--- src/rtl/airtime_admission_control_assert.svh ---
// assertion helpers for the rtl files, included by airtime_admission_control
`ifndef AIRTIME_ADMISSION_CONTROL_ASSERT_SVH
`define AIRTIME_ADMISSION_CONTROL_ASSERT_SVH

// same-cycle implication on i_clk, off during reset
`define AAC_ASSERT_IMP(lbl, ante, cons) \
    lbl: assert property (@(posedge i_clk) disable iff (!i_rst_n) (ante) |-> (cons)) \
        else $error("assertion failed");

// next-cycle implication on i_clk, off during reset
`define AAC_ASSERT_NXT(lbl, ante, cons) \
    lbl: assert property (@(posedge i_clk) disable iff (!i_rst_n) (ante) |=> (cons)) \
        else $error("assertion failed");

`endif

--- src/rtl/aac_pkg.sv ---
//------------------------------------------------------------------------------
// aac_pkg
// shared types and codes of the airtime admission control block
//------------------------------------------------------------------------------
`timescale 1ns / 1ps

package aac_pkg;

    localparam int unsigned DIV_W = 32;   // quotient bits per division
    localparam int unsigned REM_W = 35;   // remainder and divisor bits

    typedef logic [2:0] t_status;

    localparam t_status ST_ADMIT    = 3'd0;
    localparam t_status ST_OVER     = 3'd1;
    localparam t_status ST_FULL     = 3'd2;
    localparam t_status ST_BAD_SIZE = 3'd3;
    localparam t_status ST_RELEASED = 3'd4;
    localparam t_status ST_UNKNOWN  = 3'd5;

    typedef struct packed {
        logic             start;
        logic [REM_W-1:0] rem;
        logic [DIV_W-1:0] num;
        logic [REM_W-1:0] den;
    } t_div_req;

    typedef struct packed {
        logic             busy;
        logic             done;
        logic [DIV_W-1:0] quot;
    } t_div_rsp;

endpackage

--- src/rtl/aac_div.sv ---
//------------------------------------------------------------------------------
// aac_div
// bit-serial restoring divider, one quotient bit per cycle
//------------------------------------------------------------------------------
`timescale 1ns / 1ps

module aac_div (
    input  logic              i_clk,
    input  logic              i_rst_n,
    input  aac_pkg::t_div_req i_req,
    output aac_pkg::t_div_rsp o_rsp
);
    import aac_pkg::*;

    localparam int unsigned CW = $clog2(DIV_W);

    logic [REM_W-1:0] r_rem;
    logic [DIV_W-1:0] r_num;
    logic [REM_W-1:0] r_den;
    logic [CW-1:0]    r_cnt;
    logic             r_busy;
    logic             r_done;
    logic [REM_W:0]   w_sh;
    logic [REM_W:0]   w_diff;

    // remainder stays below the divisor, so the shifted value fits
    assign w_sh   = {r_rem, r_num[DIV_W-1]};
    assign w_diff = w_sh - {1'b0, r_den};

    always_ff @(posedge i_clk) begin
        if (!i_rst_n) begin
            r_busy <= 1'b0;
            r_done <= 1'b0;
            r_cnt  <= '0;
        end else if (i_req.start) begin
            r_rem  <= i_req.rem;
            r_num  <= i_req.num;
            r_den  <= i_req.den;
            r_cnt  <= '0;
            r_busy <= 1'b1;
            r_done <= 1'b0;
        end else if (r_busy) begin
            if (!w_diff[REM_W]) begin
                r_rem <= w_diff[REM_W-1:0];
                r_num <= {r_num[DIV_W-2:0], 1'b1};
            end else begin
                r_rem <= w_sh[REM_W-1:0];
                r_num <= {r_num[DIV_W-2:0], 1'b0};
            end
            r_cnt <= r_cnt + 1'b1;
            if (r_cnt == CW'(DIV_W - 1)) begin
                r_busy <= 1'b0;
                r_done <= 1'b1;
            end
        end else begin
            r_done <= 1'b0;
        end
    end

    assign o_rsp.busy = r_busy;
    assign o_rsp.done = r_done;
    assign o_rsp.quot = r_num;

endmodule

--- config.mk ---
export PLATFORM = sky130hd
export DESIGN_NAME = aac_div
export DESIGN_NICKNAME = d
export VERILOG_FILES = /design/src/rtl/airtime_admission_control_assert.svh /design/src/rtl/aac_pkg.sv /design/src/rtl/aac_div.sv
export SDC_FILE = /design/constraint.sdc
export NUM_CORES = 1
export LEC_CHECK = 0
export BUFFER_PORTS_ARGS = -buffer_cell sky130_fd_sc_hd__buf_2
export CAP_MARGIN = 10
export CORE_MARGIN = 2
export CORE_UTILIZATION = 45
export DETAILED_ROUTE_END_ITERATION = 16
export PLACE_DENSITY = 0.71
export SLEW_MARGIN = 20
export SYNTH_ARGS = -nofsm -noshare
export SYNTH_HDL_FRONTEND = slang
export SYNTH_SLANG_ARGS = --single-unit
export TNS_END_PERCENT = 5
--- constraint.sdc ---
create_clock -name i_clk -period 4.5 [get_ports i_clk]
set_clock_uncertainty 0.2 [all_clocks]
set_input_delay 0.9 -clock i_clk [delete_from_list [all_inputs] [get_ports i_clk]]
set_output_delay 0.9 -clock i_clk [all_outputs]
set_load 0.05 [all_outputs]
Yosys cells after proc, flatten, opt, wreduce, memory -nomap -nowiden. Cells that the tools add are included.

Bits in registers: 109. Bits in latches: 0. Memory bits (writable): 0. ROM bits: 0. Bits of input ports: 105. Output and inout bits: 34. Logic and storage cells: 25. Memories: 0.

Add/sub/neg operators: 2. Multiply operators: 0. Div/mod/pow operators: 0. Magnitude comparators: 0. Equal/unequal tests: 1. Shifts and indexed selects: 0. Muxes and demuxes: 9. Bitwise gates (word level): 2. Reductions and logical operators: 5.

Operators with widths (number): $mux W35 (3); $mux W32 (2); $sub A36 B35 Y36 (1); $add A5 B1 Y5 const B (1); $eq A5 B5 Y1 const B (1); $mux W1 (4); $reduce_and A2 Y1 (2); $reduce_or A3 Y1 (1); $not A1 Y1 (2); $reduce_bool A2 Y1 (1); $reduce_or A2 Y1 (1).

Longest topological paths before layout. Gate-level depths: netlist of run 1.

Depth in word-level cells: 4. Gate-level depth with buffers: 14.

Least setup slack after synthesis of run 1. Ideal clock, no wire load.

Path type: register -> register. Start: register r_num[31]. End: register r_rem[26], data pin. Library setup time: 0.260 ns. Data arrival time: 3.267 ns. Path slack: 0.773 ns. Cell stages (with the launch flop): 14. Clock period less this slack: 3.727 ns. Cells stage by stage: edfxtp_1 inv_1 ha_1 inv_1 fa_1 a21o_1 a311oi_1 or3_1 a31oi_2 a221o_2 a211oi_2 xnor2_1 mux2_2 mux2_2.

Word-level cells in the longest chain between the ends: 4.

Ends and longest elaborated chain: start: declaration (RTL line aac_div.sv:18) `logic [DIV_W-1:0] r_num;`; start signal: assignment (RTL line aac_div.sv:37) `r_num <= i_req.num;`; start signal: assignment (RTL line aac_div.sv:45) `r_num <= {r_num[DIV_W-2:0], 1'b1};`; start signal: assignment (RTL line aac_div.sv:48) `r_num <= {r_num[DIV_W-2:0], 1'b0};`; $sub A36 B35 Y36 (RTL line aac_div.sv:28) `assign w_diff = w_sh - {1'b0, r_den};`; $mux W35 (RTL line aac_div.sv:43) `if (!w_diff[REM_W]) begin`; $mux W35 (RTL line aac_div.sv:42) `end else if (r_busy) begin`; $mux W35 (RTL line aac_div.sv:35) `end else if (i_req.start) begin`; end signal: assignment (RTL line aac_div.sv:36) `r_rem <= i_req.rem;`; end signal: assignment (RTL line aac_div.sv:44) `r_rem <= w_diff[REM_W-1:0];`; end signal: assignment (RTL line aac_div.sv:47) `r_rem <= w_sh[REM_W-1:0];`; end: declaration (RTL line aac_div.sv:17) `logic [REM_W-1:0] r_rem;`.

No other way between the ends. The select of a mux whose other input is x is not followed. A chain may end at the register's enable or synchronous reset.

Final worst setup path of run 1.
Start: register r_rem[4]. End: register r_rem[9], data pin.

Word-level cells in the longest chain between the ends: 4.

Ends and longest elaborated chain (RTL line): $sub A36 B35 Y36 (aac_div.sv:28); $mux W35 (aac_div.sv:43); $mux W35 (aac_div.sv:42); $mux W35 (aac_div.sv:35).

No other way between the ends. The select of a mux whose other input is x is not followed.

==> impl_metrics.csv, run 1 <==
group,metric,value,unit
run_status,outcome,"finished, final reports clean",
worst_setup_path,worst-path-max-fanout,15,
clock_network,cts.repair_timing.setup_buffer_count,0,
clock_network,tritoncts_clock_tree,"built",
global_route,antenna_found_initial,0,
global_route,gr-usage-all-layers,20.1,%
cells_and_area,post_layout_instance_area,7780,sq um
synth,synth_sequential_area_ratio,48.6,%
cells_and_area,layoutNonFillerInstCount,909,
worst_hold_path,hp_start,"r_cnt[4]",
worst_setup_path,reg2reg_depth,11,
route,drc,0,
worst_setup_path,cp_data_arrival_time,3.83,ns
worst_setup_path,crit_path_start_kind,"register",
timing,period_needed,3.91,ns
clock_network,cts_num_sinks,109,
power_and_ir_drop,net-switching-power,0.000953,W
synth,synthesis.yosys.warnings,0,
place,dpl_worst_slack,0.581,ns
place,placed_cells_incl_taps,893,
clock_network,post_cts_repair_resize_count,0,
synth,mappedNetlistNets,729,
timing,timing.final.setup_violations,0,
cells_and_area,layout-drive-gt1-share,30.8,%
cells_and_area,antenna_cells_inserted,0,
worst_setup_path,critical_path_slowest_stage_cell,"sky130_fd_sc_hd__o311ai_4",
power_and_ir_drop,switching_share,31.7,%
synth,avgSynthCellArea,11.2,sq um
timing,final_max_slew_viol_count,0,
die,floorplan.die_area,15600,sq um
route,drt.antenna.violating_nets,0,
place,detailed_place_hpwl,11200,um
global_route,grt_max_degree,53,
worst_hold_path,worst_hold_path_stage_count,2,
clock_network,clock_tree.root_cell,"sky130_fd_sc_hd__clkbuf_16",
worst_hold_path,timing.hold.worst_endpoint,"r_cnt[4]",
route,wirelength,15400,um
power_and_ir_drop,comb_power_share,30.0,%
clock_network,clockBufferDepth,2,
worst_setup_path,cp_top_family,"compound AO/OA/AOI/OAI gates",
timing,hold_slack,0.314,ns
die,die_height,125,um
worst_setup_path,critPathKind,"reg -> reg",
synth,synth.lib_cells_used.distinct,59,
clock_network,worst_skew_pair.late_latency,0.37,ns
worst_setup_path,worstReg2RegStart,"r_rem[4]",
route,topRoutingLayerUsed,"met4",
worst_setup_path,crit_path_frequent_cell,"sky130_fd_sc_hd__mux2_2",
synth,synth-seq-cells,109,
route,wl_per_cell,16.9,um
place,buffer_ports.inserted,138,
power_and_ir_drop,worst_ir_drop_vdd,0.000260,V
timing,rsz0062_at_grt,"false",
global_route,wire_length_of_the_first_global_routing_pass,25200,um
synth,synthCells,586,
worst_setup_path,cp_data_required_time,4.42,ns
worst_setup_path,critical_path.endpoint_type,"register",
worst_setup_path,cp_slowest_stage_delay,0.60,ns
route,wl_met2,7400,um
worst_setup_path,timing.critical_path.from,"r_rem[4]",
flow_run,maxCapViolCount,0,
die,rows,44,
timing,tightest_slew,0.790,ns
route,met3_wirelength,1240,um
timing,timing.final.ws_setup,0.586,ns
timing,max_freq,256,MHz
power_and_ir_drop,sequentialPowerShare,41.7,%
global_route,gr-total-overflow,0,
place,detailed_place.area,7470,sq um
clock_network,clk_transition_reported_paths,0.08,ns
clock_network,postCtsHoldBufs,0,
route,detailedRoute.firstPassIterationCount,4,
timing,max-slew-margin-rel,47.3,%
cells_and_area,layout.filler_cells,1278,
worst_setup_path,path_buf_inv,1,
synth,netlist_area,6590,sq um
clock_network,cts_made_buffers,9,
clock_network,htree_num_levels,3,
synth,ys_async_sr_fraction,0,%
cells_and_area,syn_to_final_growth,18.0,%
power_and_ir_drop,power.leakage,3.36,nW
power_and_ir_drop,clkPwrFrac,28.3,%
route,avgViaCountPerCell,5.41,
die,core-area,14400,sq um
timing,setup_tns_final,0,ns
route,routedLengthMet1,6560,um
place,finalWeightedCongestion,0.925,
die,io_pins,139,
power_and_ir_drop,internal_power_contribution,0.00206,W
route,vias,4920,
synth,number_of_synthesized_flops_with_an_enable_pin,102,
worst_hold_path,type_of_the_worst_min_delay_path,"reg -> reg",
route,initialDrtViolationCount,273,
worst_setup_path,setup.reg_to_reg.worst_slack,0.59,ns
worst_setup_path,r2r_end,"r_rem[9]",
timing,finalHoldViolCount,0,
cells_and_area,nNetsFinal,863,
die,chipWidth,125,um
die,initial_utilization,45.7,%
timing,min_period_over_period,87.0,%
worst_setup_path,path_cells,"ha_1 > o21a_1 > o21ai_1 > o21ba_2 > a211o_1 > a21o_1 > and2_1 > o311ai_4 > buf_4 > mux2_2 > mux2_2",
global_route,first_global_vias,5120,
power_and_ir_drop,power_per_cell_area,387,nW/um^2
synth,synth_flop_cell,"sky130_fd_sc_hd__edfxtp_1",
-- metal layers --
metal | vias to the layer above | track usage [%]
met5 | - | 0
met2 | 166 | 33.9
met4 | 0 | 4.90
met1 | 2312 | 24.7
li1 | 2427 | -
met3 | 15 | 7.45
-- worst reg2reg max path, cell delays in order, from the launching register on --
cell	delay [ns]
sky130_fd_sc_hd__edfxtp_1	0.41
sky130_fd_sc_hd__ha_1	0.37
sky130_fd_sc_hd__o21a_1	0.22
sky130_fd_sc_hd__o21ai_1	0.11
sky130_fd_sc_hd__o21ba_2	0.20
sky130_fd_sc_hd__a211o_1	0.32
sky130_fd_sc_hd__a21o_1	0.21
sky130_fd_sc_hd__and2_1	0.16
sky130_fd_sc_hd__o311ai_4	0.60
sky130_fd_sc_hd__buf_4	0.28
sky130_fd_sc_hd__mux2_2	0.34
sky130_fd_sc_hd__mux2_2	0.25
-- cells by family (layout without fill, tap and decap cells) --
family / after synthesis / after routing / share of synthesized area [%]
AO/OA/AOI/OAI: 141 / 141 / 14.5
AND/OR/NAND/NOR: 134 / 134 / 9.97
flip-flops: 109 / 109 / 48.6
multiplexers: 69 / 69 / 11.4
buffers and inverters: 66 / 205 / 4.35
adder cells (fa/ha/maj): 38 / 38 / 7.33
XOR/XNOR: 29 / 29 / 3.86
-- power by group through the flow --
stage                     registers, W  logic (W)  clock network, W
after CTS                      0.00126   0.000903          0.000875
after detailed placement       0.00128   0.000899                 0
after floorplan                0.00133   0.000630                 0
after global routing           0.00126   0.000996          0.000905
after global placement         0.00127   0.000877                 0
final                          0.00125   0.000902          0.000852
-- metrics by stage --
step,utilization (%),total power [W]
floorplan,-,0.00196
global placement,51.8,0.00215
detailed placement,51.8,0.00217
CTS,53.9,0.00303
global route,53.9,0.00317
finish,53.9,0.00301
-- flip-flops by register name, indices dropped and copies added, names as in the netlist --
register	cells
r_den	35
r_rem	35
r_num	32
r_cnt	5
r_busy	1
r_done	1
-- cells in the mapped netlist, drive strengths merged (4+ instances only) --
library cell | instances | area share [%]
xnor2 | 17 | 2.3
a21boi | 4 | 0.46
edfxtp | 102 | 46
buf | 11 | 1.2
mux2 | 46 | 7.9
o21ai | 35 | 2.7
nor3 | 6 | 0.46
a211oi | 4 | 0.53
mux2i | 23 | 3.5
a21oi | 36 | 2.7
nand3 | 11 | 0.84
a21o | 23 | 2.6
nand4 | 6 | 0.57
nor2 | 27 | 1.5
nand2b | 6 | 0.57
clkbuf | 12 | 0.68
nand2 | 49 | 2.8
nor2b | 7 | 0.66
a31oi | 5 | 0.57
and3 | 6 | 0.68
o21a | 10 | 1.1
ha | 37 | 7.0
o211ai | 4 | 0.46
or4 | 4 | 0.46
xor2 | 12 | 1.6
inv | 43 | 2.5
dfxtp | 7 | 2.1
-- cell usage in the layout (no fill, tap or decap), types with 7 or more instances in the layout --
cell                          n
sky130_fd_sc_hd__inv_1       43
sky130_fd_sc_hd__o21a_1       9
sky130_fd_sc_hd__mux2_2      46
sky130_fd_sc_hd__a21o_1      23
sky130_fd_sc_hd__xor2_1      12
sky130_fd_sc_hd__dfxtp_1      7
sky130_fd_sc_hd__o21ai_1     13
sky130_fd_sc_hd__nand3_1     11
sky130_fd_sc_hd__ha_1        37
sky130_fd_sc_hd__o21ai_0     22
sky130_fd_sc_hd__clkbuf_16    9
sky130_fd_sc_hd__edfxtp_1   102
sky130_fd_sc_hd__nor2b_1      7
sky130_fd_sc_hd__xnor2_1     17
sky130_fd_sc_hd__mux2i_1     23
sky130_fd_sc_hd__buf_2      137
sky130_fd_sc_hd__nor2_1      27
sky130_fd_sc_hd__nand2_1     49
sky130_fd_sc_hd__buf_4        7
sky130_fd_sc_hd__a21oi_1     36
-- how the worst max path moves through the flow --
| stage | depth (start not counted) | endpoint |
|---|---|---|
| final | 11 | r_rem[9] |
| after detailed placement | 11 | r_rem[9] |
| after global placement | 11 | r_rem[9] |
| after global routing | 11 | r_rem[9] |
| after floorplan | 13 | r_rem[26] |
| after CTS | 11 | r_rem[9] |
-- final cells by class --
class,count,area [sq um],area share [%]
flip-flops and latches,109,3200,41.2
multi-input cells,411,3100,39.9
repair buffers,146,778,10.0
well taps,184,230,2.96
clock buffers,10,229,2.94
inverters,43,161,2.08
clock inverters,6,75.1,0.965
Power figures use the tool's default switching activity.
==> run 2: changes to the inputs <==
PLACE_DENSITY = 0.68   (was 0.71)
SKIP_LAST_GASP = 1   (was not set)
SLEW_MARGIN = 30   (was 20)
==> impl_metrics.csv, run 2 (synthesized netlist as in run 1, its figures left out) <==
group,metric,value,unit
clock_network,post_cts_repair_resize_count,0,
clock_network,clock_tree.root_cell,"sky130_fd_sc_hd__clkbuf_16",
die,die_height,125,um
power_and_ir_drop,switching_share,32.3,%
clock_network,clockBufferDepth,2,
flow_run,maxCapViolCount,0,
route,avgViaCountPerCell,5.40,
cells_and_area,layout_commonest_cell,"sky130_fd_sc_hd__buf_2",
route,drc,0,
die,io_pins,139,
worst_hold_path,type_of_the_worst_min_delay_path,"reg -> reg",
clock_network,cts_num_sinks,109,
power_and_ir_drop,internal_power_contribution,0.00205,W
route,drt.antenna.violating_nets,0,
cells_and_area,layout.core_utilization,54.0,%
place,dpl_worst_slack,0.580,ns
cells_and_area,antenna_cells_inserted,0,
cells_and_area,nNetsFinal,862,
die,rows,44,
worst_setup_path,worst-path-max-fanout,18,
timing,max_freq,253,MHz
global_route,grt_max_degree,74,
timing,final_max_slew_viol_count,0,
timing,timing.final.setup_violations,0,
timing,max-slew-margin-rel,36.0,%
route,vias,4899,
timing,setup_tns_final,0,ns
global_route,wire_length_of_the_first_global_routing_pass,25000,um
power_and_ir_drop,power_per_cell_area,388,nW/um^2
route,wirelength,15000,um
place,detailed_place_hpwl,10900,um
power_and_ir_drop,comb_power_share,29.7,%
worst_setup_path,crit_path_start_kind,"register",
worst_setup_path,setup.reg_to_reg.worst_slack,0.55,ns
worst_setup_path,cp_data_arrival_time,3.87,ns
power_and_ir_drop,sequentialPowerShare,41.5,%
clock_network,cts_made_buffers,9,
clock_network,htree_num_levels,3,
route,detailedRoute.firstPassIterationCount,5,
worst_setup_path,cp_slowest_stage_delay,0.78,ns
cells_and_area,layout-drive-gt1-share,30.9,%
cells_and_area,syn_to_final_growth,18.3,%
global_route,antenna_found_initial,0,
route,wl_per_cell,16.6,um
worst_setup_path,critical_path_slowest_stage_cell,"sky130_fd_sc_hd__o311ai_4",
route,initialDrtViolationCount,301,
die,core-area,14400,sq um
cells_and_area,final_cell_mix,"137 x sky130_fd_sc_hd__buf_2, 102 x sky130_fd_sc_hd__edfxtp_1, 49 x sky130_fd_sc_hd__nand2_1, 46 x sky130_fd_sc_hd__mux2_2, 43 x sky130_fd_sc_hd__inv_1",
timing,tightest_slew,0.957,ns
timing,min_period_over_period,87.8,%
global_route,gr-total-overflow,0,
global_route,gr-usage-all-layers,19.7,%
power_and_ir_drop,power.leakage,3.37,nW
clock_network,postCtsHoldBufs,0,
run_status,outcome,"finished, final reports clean",
place,buffer_ports.inserted,138,
timing,rsz0062_at_grt,"false",
worst_setup_path,path_cells,"ha_1 > o211ai_1 > a21oi_1 > o21ba_2 > a211o_1 > a21o_1 > and2_1 > o311ai_4 > mux2_2 > mux2_2",
power_and_ir_drop,worst_ir_drop_vdd,0.000259,V
timing,timing.final.ws_setup,0.551,ns
clock_network,cts.repair_timing.setup_buffer_count,0,
die,floorplan.die_area,15600,sq um
clock_network,clk_transition_reported_paths,0.08,ns
cells_and_area,reg.largest.list,"r_den (35), r_rem (35), r_num (32)",
worst_setup_path,cp_data_required_time,4.42,ns
worst_setup_path,critPathKind,"reg -> reg",
die,initial_utilization,45.7,%
global_route,first_global_vias,5198,
timing,period_needed,3.95,ns
power_and_ir_drop,net-switching-power,0.000978,W
worst_setup_path,critical_path.endpoint_type,"register",
place,finalWeightedCongestion,0.866,
worst_setup_path,crit_path_frequent_cell,"sky130_fd_sc_hd__mux2_2",
power_and_ir_drop,clkPwrFrac,28.9,%
clock_network,worst_skew_pair.late_latency,0.37,ns
clock_network,tritoncts_clock_tree,"built",
die,chipWidth,125,um
timing,finalHoldViolCount,0,
==> run 2: worst paths after layout <==
kind | from | depth (start not counted) | endpoint
worst max-delay path | r_rem[1] | 10 | r_rem[4]
worst min-delay path | r_cnt[3] | 2 | r_cnt[3]
worst max register to register | r_rem[1] | 10 | r_rem[4]
worst min register to register | r_cnt[3] | 2 | r_cnt[3]
==> run 2: layout make-up <==
class	count	area [sq um]
Inverter	43	161
Sequential cell	109	3200
Tap cell	184	230
Clock inverter	6	87.6
Clock buffer	10	250
Multi-Input combinational cell	411	3100
Fill cell	1298	6630
Timing Repair Buffer	145	758
==> run 2: routing by layer <==
metal,global-route usage [%],wire length [um]
met2,33.1,7160
met1,24.4,6620
met3,7.02,1100
met4,4.64,160
met5,0,0
==> run 2: power by group through the flow <==
| stage | Sequential [W] | Combinational, W | Clock (W) |
|---|---|---|---|
| detailed placement | 0.00128 | 0.000894 | 0 |
| floorplan | 0.00133 | 0.000630 | 0 |
| finish | 0.00125 | 0.000897 | 0.000872 |
| CTS | 0.00125 | 0.000898 | 0.000891 |
| global route | 0.00126 | 0.000993 | 0.000926 |
| global placement | 0.00127 | 0.000872 | 0 |
==> run 2: per-stage QoR <==
| step | hold WS (ns) | std cells | total power, W | instance area (sq um) |
|---|---|---|---|---|
| 6_report | 0.320 | 908 | 0.00302 | 7790 |
| 5_1_grt | 0.348 | 908 | 0.00318 | 7790 |
| 4_1_cts | 0.330 | 908 | 0.00304 | 7790 |
| 3_5_place_dp | 0.307 | 892 | 0.00217 | 7450 |
| 3_3_place_gp | 0.279 | 892 | 0.00215 | 7450 |
| 2_1_floorplan | 0.267 | 586 | 0.00196 | 6590 |
==> run 2: worst max-delay path, delay by kind of cell, from the launching register on <==
kind            cells  cell delay [ns]
flops               1             0.40
compound gates      6             1.90
simple gates        1             0.16
mux                 2             0.68
fa+ha+maj           1             0.37
